### src/rtl/core/mp2d_pkg.sv
package mp2d_pkg;

    // Fixed field widths of the configuration registers
    localparam int WIN_BITS      = 3;
    localparam int DIM_BITS      = 10;
    localparam int REG_BITS      = 11;
    localparam int CFG_DATA_BITS = 32;
    localparam int CFG_ADDR_BITS = 4;

    // Register indexes on the configuration port (byte address / 4)
    typedef enum logic [1:0] {
        REG_WINDOW   = 2'd0,
        REG_WIDTH    = 2'd1,
        REG_HEIGHT   = 2'd2,
        REG_CHANNELS = 2'd3
    } reg_idx_t;

    // Clamped last indexes derived from the configuration registers
    typedef struct packed {
        logic [WIN_BITS-1:0] win_last;
        logic [DIM_BITS-1:0] height_last;
        logic [DIM_BITS-1:0] chan_last;
    } limits_t;

endpackage

### src/rtl/core/mp2d_cfg.sv
module mp2d_cfg
    import mp2d_pkg::*;
#(
    parameter int MAX_WIDTH = 1024
) (
    input  logic                          clk,
    input  logic                          rst_n,
    input  logic                          psel,
    input  logic                          penable,
    input  logic                          pwrite,
    input  logic [CFG_ADDR_BITS-1:0]      paddr,
    input  logic [CFG_DATA_BITS-1:0]      pwdata,
    output logic [CFG_DATA_BITS-1:0]      prdata,
    output logic                          pready,
    output limits_t                       limits,
    output logic [$clog2(MAX_WIDTH)-1:0]  width_last,
    output logic                          restart
);

    localparam int CW = $clog2(MAX_WIDTH);

    logic [3:0]          window_reg;
    logic [REG_BITS-1:0] width_reg;
    logic [REG_BITS-1:0] height_reg;
    logic [REG_BITS-1:0] channels_reg;
    reg_idx_t            idx;

    // Clamp a dimension register to 1..1024 and return its last index
    function automatic logic [DIM_BITS-1:0] dim_last(input logic [REG_BITS-1:0] v);
        logic [DIM_BITS-1:0] r;
        if (v == '0)
            r = '0;
        else if (v > REG_BITS'(1 << DIM_BITS))
            r = '1;
        else
            r = DIM_BITS'(v - REG_BITS'(1));
        return r;
    endfunction

    assign idx     = reg_idx_t'(paddr[3:2]);
    assign pready  = 1'b1;
    assign restart = psel && penable && pwrite;

    // Register writes
    always_ff @(posedge clk or negedge rst_n)
    begin
        if (!rst_n)
        begin
            window_reg   <= 4'd2;
            width_reg    <= 11'd1024;
            height_reg   <= 11'd1024;
            channels_reg <= 11'd1;
        end
        else if (restart)
        begin
            case (idx)
                REG_WINDOW:   window_reg   <= pwdata[3:0];
                REG_WIDTH:    width_reg    <= pwdata[REG_BITS-1:0];
                REG_HEIGHT:   height_reg   <= pwdata[REG_BITS-1:0];
                REG_CHANNELS: channels_reg <= pwdata[REG_BITS-1:0];
                default:      ;
            endcase
        end
    end

    // Register reads
    always_comb
    begin
        case (idx)
            REG_WINDOW:   prdata = CFG_DATA_BITS'(window_reg);
            REG_WIDTH:    prdata = CFG_DATA_BITS'(width_reg);
            REG_HEIGHT:   prdata = CFG_DATA_BITS'(height_reg);
            REG_CHANNELS: prdata = CFG_DATA_BITS'(channels_reg);
            default:      prdata = '0;
        endcase
    end

    // Window side: zero acts as one, above eight saturates
    always_comb
    begin
        if (window_reg == 4'd0)
            limits.win_last = '0;
        else if (window_reg > 4'd8)
            limits.win_last = '1;
        else
            limits.win_last = WIN_BITS'(window_reg - 4'd1);
        limits.height_last = dim_last(height_reg);
        limits.chan_last   = dim_last(channels_reg);
    end

    // Row length: zero acts as one, above the store depth saturates
    always_comb
    begin
        if (width_reg == '0)
            width_last = '0;
        else if ({2'b00, width_reg} > 13'(MAX_WIDTH))
            width_last = CW'(MAX_WIDTH - 1);
        else
            width_last = CW'({2'b00, width_reg} - 13'd1);
    end

endmodule
### config.mk
export PLATFORM = sky130hd
export DESIGN_NAME = mp2d_cfg
export DESIGN_NICKNAME = d
export VERILOG_FILES = /design/src/rtl/core/mp2d_pkg.sv /design/src/rtl/core/mp2d_cfg.sv
export SDC_FILE = /design/constraint.sdc
export NUM_CORES = 1
export LEC_CHECK = 0
export BUFFER_PORTS_ARGS = -buffer_cell sky130_fd_sc_hd__buf_2
export CORE_MARGIN = 2
export CORE_UTILIZATION = 25
export DETAILED_ROUTE_END_ITERATION = 7
export GPL_TIMING_DRIVEN = 0
export PLACE_DENSITY = 0.5
export SLEW_MARGIN = 20
export SYNTH_ARGS = -nofsm -noshare
export SYNTH_HDL_FRONTEND = slang
export SYNTH_SLANG_ARGS = --single-unit
### constraint.sdc
create_clock -name clk -period 2 [get_ports clk]
set_input_delay 0.1 -clock clk [delete_from_list [all_inputs] [get_ports clk]]
set_output_delay 0.1 -clock clk [all_outputs]
set_load 0.01 [all_outputs]
Word level (Yosys, flattened, before mapping)
Cells that the tools add are included.

word-level totals
  logic and storage cells = 35
  flip-flop bits (word level) = 37
  output and inout port bits = 67
  input bits = 41

operators by class
  add/sub/neg operators = 4
  multiplexer cells = 9
  eq/ne operators = 3
  reductions and logical operators = 11
  $lt $le $gt $ge = 4

operator list
  cell                                                    count
  one-hot mux 32 bit (4 select lines)                     1
  two-way mux 10 bit                                      6
  greater-than comparator 11 bit (second input constant)  3
  zero test 11 bit                                        3
  subtractor 10 x 1 -> 10 bit (second input constant)     3
  AND reduction 2 bit                                     4
  two-way mux 3 bit                                       2
  equality test 2 bit (second input constant)             2
  greater-than comparator 4 bit (second input constant)   1
  zero test 4 bit                                         1
  subtractor 3 x 1 -> 3 bit (second input constant)       1
  equality test 2 x 1 -> 1 bit (second input constant)    1
  logical AND 1 bit                                       2
  zero test 2 bit                                         1

Depth between registers and ports, before layout
Gate-level depths: netlist (run 1).

  depth in word-level cells = 3
  depth in mapped cells = 7

Least setup slack after synthesis (run 1)
OpenSTA, ideal clock, no wires.

  kind = reg2out
  start = reg width_reg[0]
  end = out width_last[0]
  buffers on the path = 0
  stages on the path, launching flop included = 6
  arrival time = 1.412 ns
  required time = 1.900 ns
  path slack = 0.488 ns
  cells stage by stage = dfrtp_1 inv_1 ha_1 and2b_1 nand4_2 maj3_1

between the ends
  word-level cells in the longest chain between the ends = 3
  elaborated cells on any way between the ends = 5
  classes of those cells = add/sub (1); order compare (1); mux (2); reduce/logical (1)

RTL lines
  element                                                                               RTL line                        text
  start: declaration                                                                    mp2d_cfg.sv:23                  logic [REG_BITS-1:0] width_reg;
  start signal: assignment                                                              mp2d_cfg.sv:58                  REG_WIDTH: width_reg <= pwdata[REG_BITS-1:0];
  subtractor 10 x 1 -> 10 bit / greater-than comparator 11 bit (equally long branches)  mp2d_cfg.sv:99, mp2d_cfg.sv:96
  two-way mux 10 bit                                                                    mp2d_cfg.sv:96                  else if ({2'b00, width_reg} > 13'(MAX_WIDTH))
  two-way mux 10 bit (*)                                                                mp2d_cfg.sv:94                  if (width_reg == '0)
  end: declaration                                                                      mp2d_cfg.sv:16                  output logic [$clog2(MAX_WIDTH)-1:0] width_last,

Mark *: on every way between the ends. The rest lies on a longest branch, timed or not.

==> results of run 1 <==
## layer usage
metal  vias up  part of all wire
met5         -                 0
met4         0            0.0047
met3         3             0.042
met2        73              0.48
met1      1190              0.48
li1       1232                 -
## worst max-delay path by stage
stage	start	slack, ns	cells after the start	endpoint
finish	channels_reg[4]	0.04	4	limits[0]
global route	width_reg[3]	-0.06	6	width_last[9]
CTS	channels_reg[1]	0.002	6	limits[0]
detailed placement	width_reg[0]	0.22	6	width_last[0]
floorplan	width_reg[0]	0.49	5	width_last[0]
global placement	width_reg[0]	0.23	6	width_last[0]
## area by class of cell
type | count | area (µm²) | area share
Clock buffer | 5 | 125 | 0.0328
Inverter | 16 | 60.1 | 0.0158
Multi-Input combinational cell | 224 | 1780 | 0.468
Sequential cell | 37 | 940 | 0.246
Timing Repair Buffer | 76 | 418 | 0.110
Buffer | 35 | 246 | 0.0647
Clock inverter | 3 | 65.1 | 0.0171
Tap cell | 140 | 175 | 0.0459
## cells by family after synthesis
kind of cell             after synthesis  synth area share
AO/OA/AOI/OAI                         62             0.146
XOR/XNOR                               5            0.0154
adder cells (fa/ha/maj)                8            0.0317
buffers and inverters                 52             0.109
flip-flops                            37             0.328
multiplexers                          44             0.197
other                                  2           0.00265
AND/OR/NAND/NOR                       83             0.170
## synthesized netlist by cell type, types with 7 or more instances
cell type	n	share of area
a21o_1	7	0.019
a21oi_1	12	0.021
a22o_1	7	0.022
buf_4	23	0.061
dfrtp_1	33	0.29
inv_1	16	0.021
mux2_2	35	0.14
nand2_1	16	0.021
nand3_1	10	0.018
nor2_1	15	0.020
nor3_1	10	0.018
o21ai_0	11	0.019
## where the power goes
| group | internal, mW | total, mW | switching [mW] |
|---|---|---|---|
| logic | 0.910 | 1.83 | 0.923 |
| registers | 0.945 | 1.24 | 0.292 |
| clock network | 0.712 | 1.02 | 0.310 |
| total | 2.57 | 4.09 | 1.53 |
## repair_timing
action	in CTS	in global routing
setup endpoints to repair	12	25
gates resized for setup	8	21
pin swaps	1	5
endpoints found under the hold margin	33	0
hold buffers	1	0
buffers inserted	1	12
## worst reg2reg max path, stage by stage (launching register included)
cell and delay [ns]:
dfstp_2 0.55, clkbuf_1 0.37, mux2_4 0.23
==> impl_metrics.py, run 1 <==
metrics = {
    "layout": {
        "layout_common_cells": "buf_2, buf_4, mux2_2",
        "fillers": 1159,
        "final_util": 0.349,
        "drive_gt1_frac": 0.480,
        "n_antenna_cell": 0,
        "finalNonFillerCells": 536,
        "final_common_cell": "buf_2",
        "syn2layout_area_growth_pct": 34.3,
        "nets": 440,
        "design_area_um2": 3810,
    },
    "critical_path": {
        "ff2ff_setup_slack_ns": 0.79,
        "critPathBufInv": 1,
        "max_stage_delay_ns": 0.46,
        "critPathMaxFanout": 7,
        "timing.rr.start": "width_reg[10]",
        "path_class": "reg2out",
        "r2r_end": "width_reg[10]",
        "ff2ff_path_depth": 2,
        "crit_slowest_cell": "dfrtp_2",
        "crit_family": "simple AND/OR/NAND/NOR gates",
        "startpoint_type": "flip-flop",
        "crit_arrival_ns": 1.86,
        "worstSetupEndpointType": "output port",
        "cp_cell_sequence": "nor3_1, nand3_4, maj3_1, buf_2",
        "crit_required_ns": 1.90,
    },
    "clocking": {
        "cts_buffers": 5,
        "clock_path_buffers": 2,
        "cts_tree": "done",
        "clk-insertion-delay-late_ns": 0.28,
        "cts.htree.levels": 2,
        "cts_sinks": 37,
        "ctsRootBufferMaster": "clkbuf_16",
        "clk_pin_slew_worst_paths_ns": 0.06,
    },
    "die": {
        "die_w_um": 111,
        "start_util": 0.259,
        "io_pins": 108,
        "num_rows": 38,
        "fp.dieH_um": 111,
        "die-area_um2": 12200,
        "core-area_um2": 10900,
    },
    "logic_synthesis": {
        "yosysSeqAreaShare": 0.328,
        "ys_seq_elements": 37,
        "yosys_most_used_dff": "dfrtp_1",
        "async_flop_share": 1.00,
        "synth_cell_types": 55,
        "syn_inst": 293,
        "synthesis.area_um2": 2840,
        "synth_edf_count": 0,
        "yosysWarnings": 0,
        "syn_area_per_cell_um2": 9.69,
    },
    "global_routing": {
        "grt.total_usage": 0.124,
        "antenna_found_initial": 0,
        "grt_use_met1": 0.172,
        "use_met2": 0.195,
        "grt_pass1_wl_mm": 12.2,
        "gr-usage-met3": 0.0269,
        "grt_overflow_total": 0,
        "busiest_layer": "met2",
        "grt_pass1_vias": 2290,
        "grt_max_degree": 38,
    },
    "drt": {
        "wl_per_cell_um": 14.3,
        "drt_iter0_markers": 169,
        "drt-vias-per-instance": 4.66,
        "drc": 0,
        "dr.pass1.iters": 4,
        "wirelength_mm": 7.69,
        "antenna_left": 0,
        "via_count": 2498,
    },
    "power_and_ir_drop": {
        "ir_worst_vdd_v": 0.000492,
        "power_mw": 4.09,
        "power_density_nw_per_um2": 1070,
        "p_leak_nw": 1.75,
    },
    "timing": {
        "rsz0062_at_grt": "true",
        "final_max_slew_viol_count": 0,
        "setup_viol": 0,
        "holdWs_ns": 0.0891,
        "worst_slack_ns": 0.0367,
        "hold_violations": 0,
        "tightest_slew_ns": 0.848,
        "finClkSkew_ns": 0,
        "setup-tns-final_ns": 0,
        "period_share": 0.982,
        "fmax_mhz": 509,
        "max_slew_margin": 0.435,
        "min_period_ns": 1.96,
    },
    "status": {
        "status": "complete, no violations",
    },
    "min_path": {
        "worstHoldStart": "pwdata[9]",
        "hold_path.class": "in2reg",
        "worstHoldPathCells": 3,
        "min_to": "width_reg[9]",
    },
    "placement": {
        "dp_cells": 515,
        "dp_slack_ns": 0.215,
        "dp_hpwl_mm": 5.86,
        "gp_congestion": 0.834,
        "port_buffers": 62,
        "place_area_um2": 3400,
    },
    "run": {
        "max-cap-violations": 0,
    },
}
Power figures use the tool's default switching activity.
==> run 2, diff against run 1 <==
==> constraint.sdc (replaced) <==
create_clock -name clk -period 2.25 [get_ports clk]
set_input_delay 0.1125 -clock clk [delete_from_list [all_inputs] [get_ports clk]]
set_output_delay 0.1125 -clock clk [all_outputs]
set_load 0.01 [all_outputs]
==> impl_metrics.py, run 2 (synthesis gave the netlist of run 1 again) <==
metrics = {
    "status": {
        "status": "complete, no violations",
    },
    "clocking": {
        "cts_tree": "done",
        "clk_pin_slew_worst_paths_ns": 0.06,
        "clk-insertion-delay-late_ns": 0.28,
        "cts_setup_buffers": 0,
        "cts.htree.levels": 2,
        "clock_path_buffers": 2,
        "cts_sinks": 37,
        "cts_buffers": 5,
        "ctsRootBufferMaster": "clkbuf_16",
    },
    "die": {
        "die-area_um2": 12200,
        "core-area_um2": 10900,
        "die_w_um": 111,
        "start_util": 0.259,
        "num_rows": 38,
        "io_pins": 108,
        "fp.dieH_um": 111,
    },
    "power_and_ir_drop": {
        "p_leak_nw": 1.68,
        "power_density_nw_per_um2": 957,
        "ir_worst_vdd_v": 0.000437,
        "power_mw": 3.45,
    },
    "min_path": {
        "hold_path.class": "in2reg",
        "min_to": "width_reg[9]",
        "worstHoldPathCells": 3,
        "worstHoldStart": "pwdata[9]",
    },
    "timing": {
        "setup_viol": 0,
        "tightest_slew_ns": 0.828,
        "min_period_ns": 2.08,
        "finClkSkew_ns": 0,
        "fmax_mhz": 482,
        "period_share": 0.923,
        "max_slew_margin": 0.448,
        "final_max_slew_viol_count": 0,
        "hold_violations": 0,
        "setup-tns-final_ns": 0,
    },
    "layout": {
        "layout_common_cells": "buf_2, mux2_2, dfrtp_1",
        "final_common_cell": "buf_2",
        "drive_gt1_frac": 0.409,
        "syn2layout_area_growth_pct": 27.0,
        "n_antenna_cell": 0,
        "multi_input_area_um2": 1680,
        "fillers": 1178,
        "final-seq-area_um2": 931,
        "nets": 428,
    },
    "placement": {
        "port_buffers": 62,
        "dp_hpwl_mm": 5.86,
        "gp_congestion": 0.834,
    },
    "critical_path": {
        "cp_cell_sequence": "inv_1, ha_1, and2b_1, nand4_2, maj3_1, buf_2",
        "critPathMaxFanout": 7,
        "ff2ff_setup_slack_ns": 1.04,
        "r2r_end": "width_reg[10]",
        "crit_required_ns": 2.14,
        "startpoint_type": "flip-flop",
        "worstSetupEndpointType": "output port",
        "max_stage_delay_ns": 0.42,
        "ff2ff_path_depth": 2,
        "path_class": "reg2out",
        "crit_arrival_ns": 1.96,
        "crit_slowest_cell": "dfrtp_1",
        "timing.rr.start": "width_reg[10]",
    },
    "drt": {
        "antenna_left": 0,
        "wirelength_mm": 7.45,
        "wl_per_cell_um": 14.2,
        "via_count": 2447,
        "drt_iter0_markers": 154,
        "drc": 0,
        "drt-vias-per-instance": 4.67,
        "dr.pass1.iters": 4,
    },
    "global_routing": {
        "antenna_found_initial": 0,
        "grt_overflow_total": 0,
        "grt_max_degree": 38,
        "grt.total_usage": 0.122,
        "grt_pass1_wl_mm": 12.0,
        "grt_pass1_vias": 2253,
    },
    "run": {
        "max-cap-violations": 0,
    },
}
==> run 2: cell count changes in the layout (fill, tap and decap cells not counted), sizes merged <==
cell    previous run  this run
buf              106        93
clkbuf             9        10
==> run 2: power breakdown <==
group / total, mW / internal (mW) / switching, mW
Combinational: 1.46 / 0.703 / 0.758
Sequential: 1.08 / 0.834 / 0.250
Clock: 0.905 / 0.633 / 0.273
==> run 2: critical path, delay by kind of cell, from the launching register on <==
kind	cells	cell delay, ns
simple gates	2	0.41
flops	1	0.42
buf+inv	2	0.27
fa+ha+maj	2	0.58
==> run 2: final cells by class <==
cell class,instances,area share
flip-flops and latches,37,0.258
multi-input cells,224,0.465
inverters,16,0.0167
well taps,140,0.0486
clock inverters,3,0.0181
clock buffers,5,0.0347
repair buffers,63,0.0889
plain buffers,36,0.0694
==> run 2: per-layer routing <==
metal	up-vias	GRT usage	wire [µm]
met1	1154	0.170	3400
met3	0	0.0269	533
met5	-	0	0
met4	0	0.0325	0
li1	1210	-	-
met2	83	0.191	3520
==> run 2: how the worst max path moves through the flow <==
stage | startpoint | to | slack [ns] | depth (start not counted)
after floorplan | width_reg[0] | width_last[0] | 0.73 | 5
after global placement | width_reg[0] | width_last[0] | 0.47 | 6
after detailed placement | width_reg[0] | width_last[0] | 0.45 | 6
after CTS | width_reg[0] | width_last[0] | 0.14 | 6
after global routing | height_reg[2] | limits[13] | -0.005 | 5
final | width_reg[0] | width_last[0] | 0.17 | 6
==> run 2: what timing repair did <==
action                                 4_1_cts  5_1_grt
setup endpoints to repair                    0        1
resized for setup                            0        1
endpoints found under the hold margin       33        0
hold buffers                                 1        0
==> run 2: through the flow <==
| stage | utilization | hold WS (ns) | worst slack (ns) | instance area (µm²) | std cells |
|---|---|---|---|---|---|
| 2_1_floorplan | - | -0.183 | 0.726 | 2910 | 313 |
| 3_5_place_dp | 0.311 | 0.263 | 0.453 | 3400 | 515 |
| 6_report | 0.330 | 0.106 | 0.173 | 3600 | 524 |
| 5_1_grt | 0.330 | 0.102 | -0.00484 | 3600 | 524 |
| 3_3_place_gp | 0.311 | 0.257 | 0.466 | 3400 | 515 |
| 4_1_cts | 0.329 | 0.102 | 0.141 | 3600 | 524 |
==> run 3, diff against run 2 <==
--- a/config.mk
+++ b/config.mk
@@ -6,8 +6,9 @@
 export NUM_CORES = 1
 export LEC_CHECK = 0
 export BUFFER_PORTS_ARGS = -buffer_cell sky130_fd_sc_hd__buf_2
-export CORE_MARGIN = 2
+export CORE_MARGIN = 3
 export CORE_UTILIZATION = 25
+export CTS_BUF_LIST = sky130_fd_sc_hd__clkbuf_4 sky130_fd_sc_hd__clkbuf_8
 export DETAILED_ROUTE_END_ITERATION = 7
 export GPL_TIMING_DRIVEN = 0
 export PLACE_DENSITY = 0.5
==> impl_metrics.py, run 3 (synthesis gave the netlist of run 1 again) <==
metrics = {
    "die": {
        "io_pins": 108,
        "num_rows": 38,
        "start_util": 0.258,
        "fp.dieH_um": 113,
        "die_w_um": 113,
        "die-area_um2": 12700,
        "core-area_um2": 11000,
    },
    "power_and_ir_drop": {
        "p_leak_nw": 1.64,
        "power_density_nw_per_um2": 861,
        "ir_worst_vdd_v": 0.000461,
        "power_mw": 3.03,
    },
    "global_routing": {
        "grt_pass1_vias": 2361,
        "antenna_found_initial": 0,
        "use_met2": 0.186,
        "grt.total_usage": 0.120,
        "grt_max_degree": 38,
        "gr-usage-met3": 0.0205,
        "grt_use_met1": 0.172,
        "busiest_layer": "met2",
        "grt_overflow_total": 0,
        "grt_pass1_wl_mm": 12.2,
    },
    "critical_path": {
        "crit_slowest_cell": "dfrtp_1",
        "crit_arrival_ns": 1.98,
        "path_class": "reg2out",
        "worstSetupEndpointType": "output port",
        "critPathMaxFanout": 7,
        "startpoint_type": "flip-flop",
        "timing.rr.start": "width_reg[10]",
        "r2r_end": "width_reg[10]",
        "crit_required_ns": 2.14,
        "cp_cell_sequence": "or3_1, clkbuf_1, nor3_1, o2bb2ai_1, o21ai_1, buf_2",
        "max_stage_delay_ns": 0.49,
        "ff2ff_path_depth": 2,
        "critPathBufInv": 2,
        "ff2ff_setup_slack_ns": 1.03,
        "crit_family": "simple AND/OR/NAND/NOR gates",
    },
    "status": {
        "status": "complete, no violations",
    },
    "clocking": {
        "cts_tree": "done",
        "ctsRootBufferMaster": "clkbuf_8",
        "cts.htree.levels": 2,
        "cts_buffers": 5,
        "cts_sinks": 37,
        "clk_pin_slew_worst_paths_ns": 0.08,
        "clock_path_buffers": 2,
        "clk-insertion-delay-late_ns": 0.29,
    },
    "timing": {
        "hold_violations": 0,
        "worst_slack_ns": 0.157,
        "fmax_mhz": 478,
        "max_slew_margin": 0.446,
        "setup-tns-final_ns": 0,
        "finClkSkew_ns": 0,
        "holdWs_ns": 0.0761,
        "min_period_ns": 2.09,
        "rsz0062_at_grt": "false",
        "setup_viol": 0,
        "final_max_slew_viol_count": 0,
        "tightest_slew_ns": 0.831,
        "period_share": 0.930,
    },
    "layout": {
        "final_common_cell": "buf_2",
        "layout_common_cells": "buf_2, mux2_2, dfrtp_1",
        "final_util": 0.321,
        "nets": 429,
        "n_antenna_cell": 0,
        "syn2layout_area_growth_pct": 24.1,
        "drive_gt1_frac": 0.416,
    },
    "min_path": {
        "worstHoldPathCells": 3,
        "worstHoldStart": "pwdata[1]",
        "min_to": "window_reg[1]",
        "hold_path.class": "in2reg",
    },
    "drt": {
        "drc": 0,
        "antenna_left": 0,
        "via_count": 2450,
        "wl_per_cell_um": 14.5,
        "dr.pass1.iters": 4,
        "wirelength_mm": 7.59,
        "drt_iter0_markers": 129,
        "drt-vias-per-instance": 4.67,
    },
    "placement": {
        "dp_slack_ns": 0.437,
        "port_buffers": 62,
        "gp_congestion": 0.858,
        "dp_hpwl_mm": 6.07,
    },
    "run": {
        "max-cap-violations": 0,
    },
}
==> run 3: changes by cell type in the layout (fill, tap and decap cells not counted), sizes merged <==
cell      before  now
bufinv         2    0
buf           93   94
clkinv         1    2
clkinvlp       0    1
==> run 3: worst register-to-register path, delay by kind of cell, from the launching register on <==
kind | cells | cell delay (ns)
flip-flops | 1 | 0.55
multiplexers | 1 | 0.23
buffers and inverters | 1 | 0.38
==> run 3: metrics by stage <==
step / cell area [µm²] / cells
after floorplan: 2910 / 313
after CTS: 3490 / 524
after detailed placement: 3400 / 515
after global routing: 3520 / 525
final: 3520 / 525
after global placement: 3400 / 515
==> run 3: cell type report <==
type,count,area (µm²)
Buffer,36,250
Clock buffer,5,68.8
Clock inverter,3,17.5
Fill cell,1175,7460
Inverter,16,60.1
Multi-Input combinational cell,224,1690
Sequential cell,37,931
Tap cell,140,175
Timing Repair Buffer,64,328
==> run 3: where the power goes <==
group	switching, mW	leakage [nW]	total, mW	internal [mW]
Sequential	0.252	0.445	1.08	0.832
Clock	0.251	0.0439	0.465	0.214
Combinational	0.778	1.15	1.48	0.707
Total	1.28	1.64	3.03	1.75
==> run 3: worst max path at each step <==
stage                               start            end  slack, ns  cells past startpoint
after floorplan              width_reg[0]  width_last[0]       0.73                      5
after global placement       width_reg[0]  width_last[0]       0.47                      6
after detailed placement     width_reg[0]  width_last[0]       0.44                      6
after CTS                    width_reg[0]  width_last[0]       0.11                      6
after global routing        height_reg[2]     limits[13]       0.01                      5
final                     channels_reg[2]      limits[9]       0.16                      6
==> run 3: per-layer routing <==
layer  up-vias  wire (µm)
met1      1158       3720
met5         -          0
met4         0         82
met2        78       3390
met3         9        405
li1       1205          -
==> run 3: what timing repair did <==
| item | CTS | global route |
|---|---|---|
| hold endpoints to repair | 33 | 0 |
| hold buffers | 1 | 0 |
| buffers inserted | 0 | 1 |
| setup endpoints to repair | 0 | 8 |
| resized for setup | 0 | 4 |
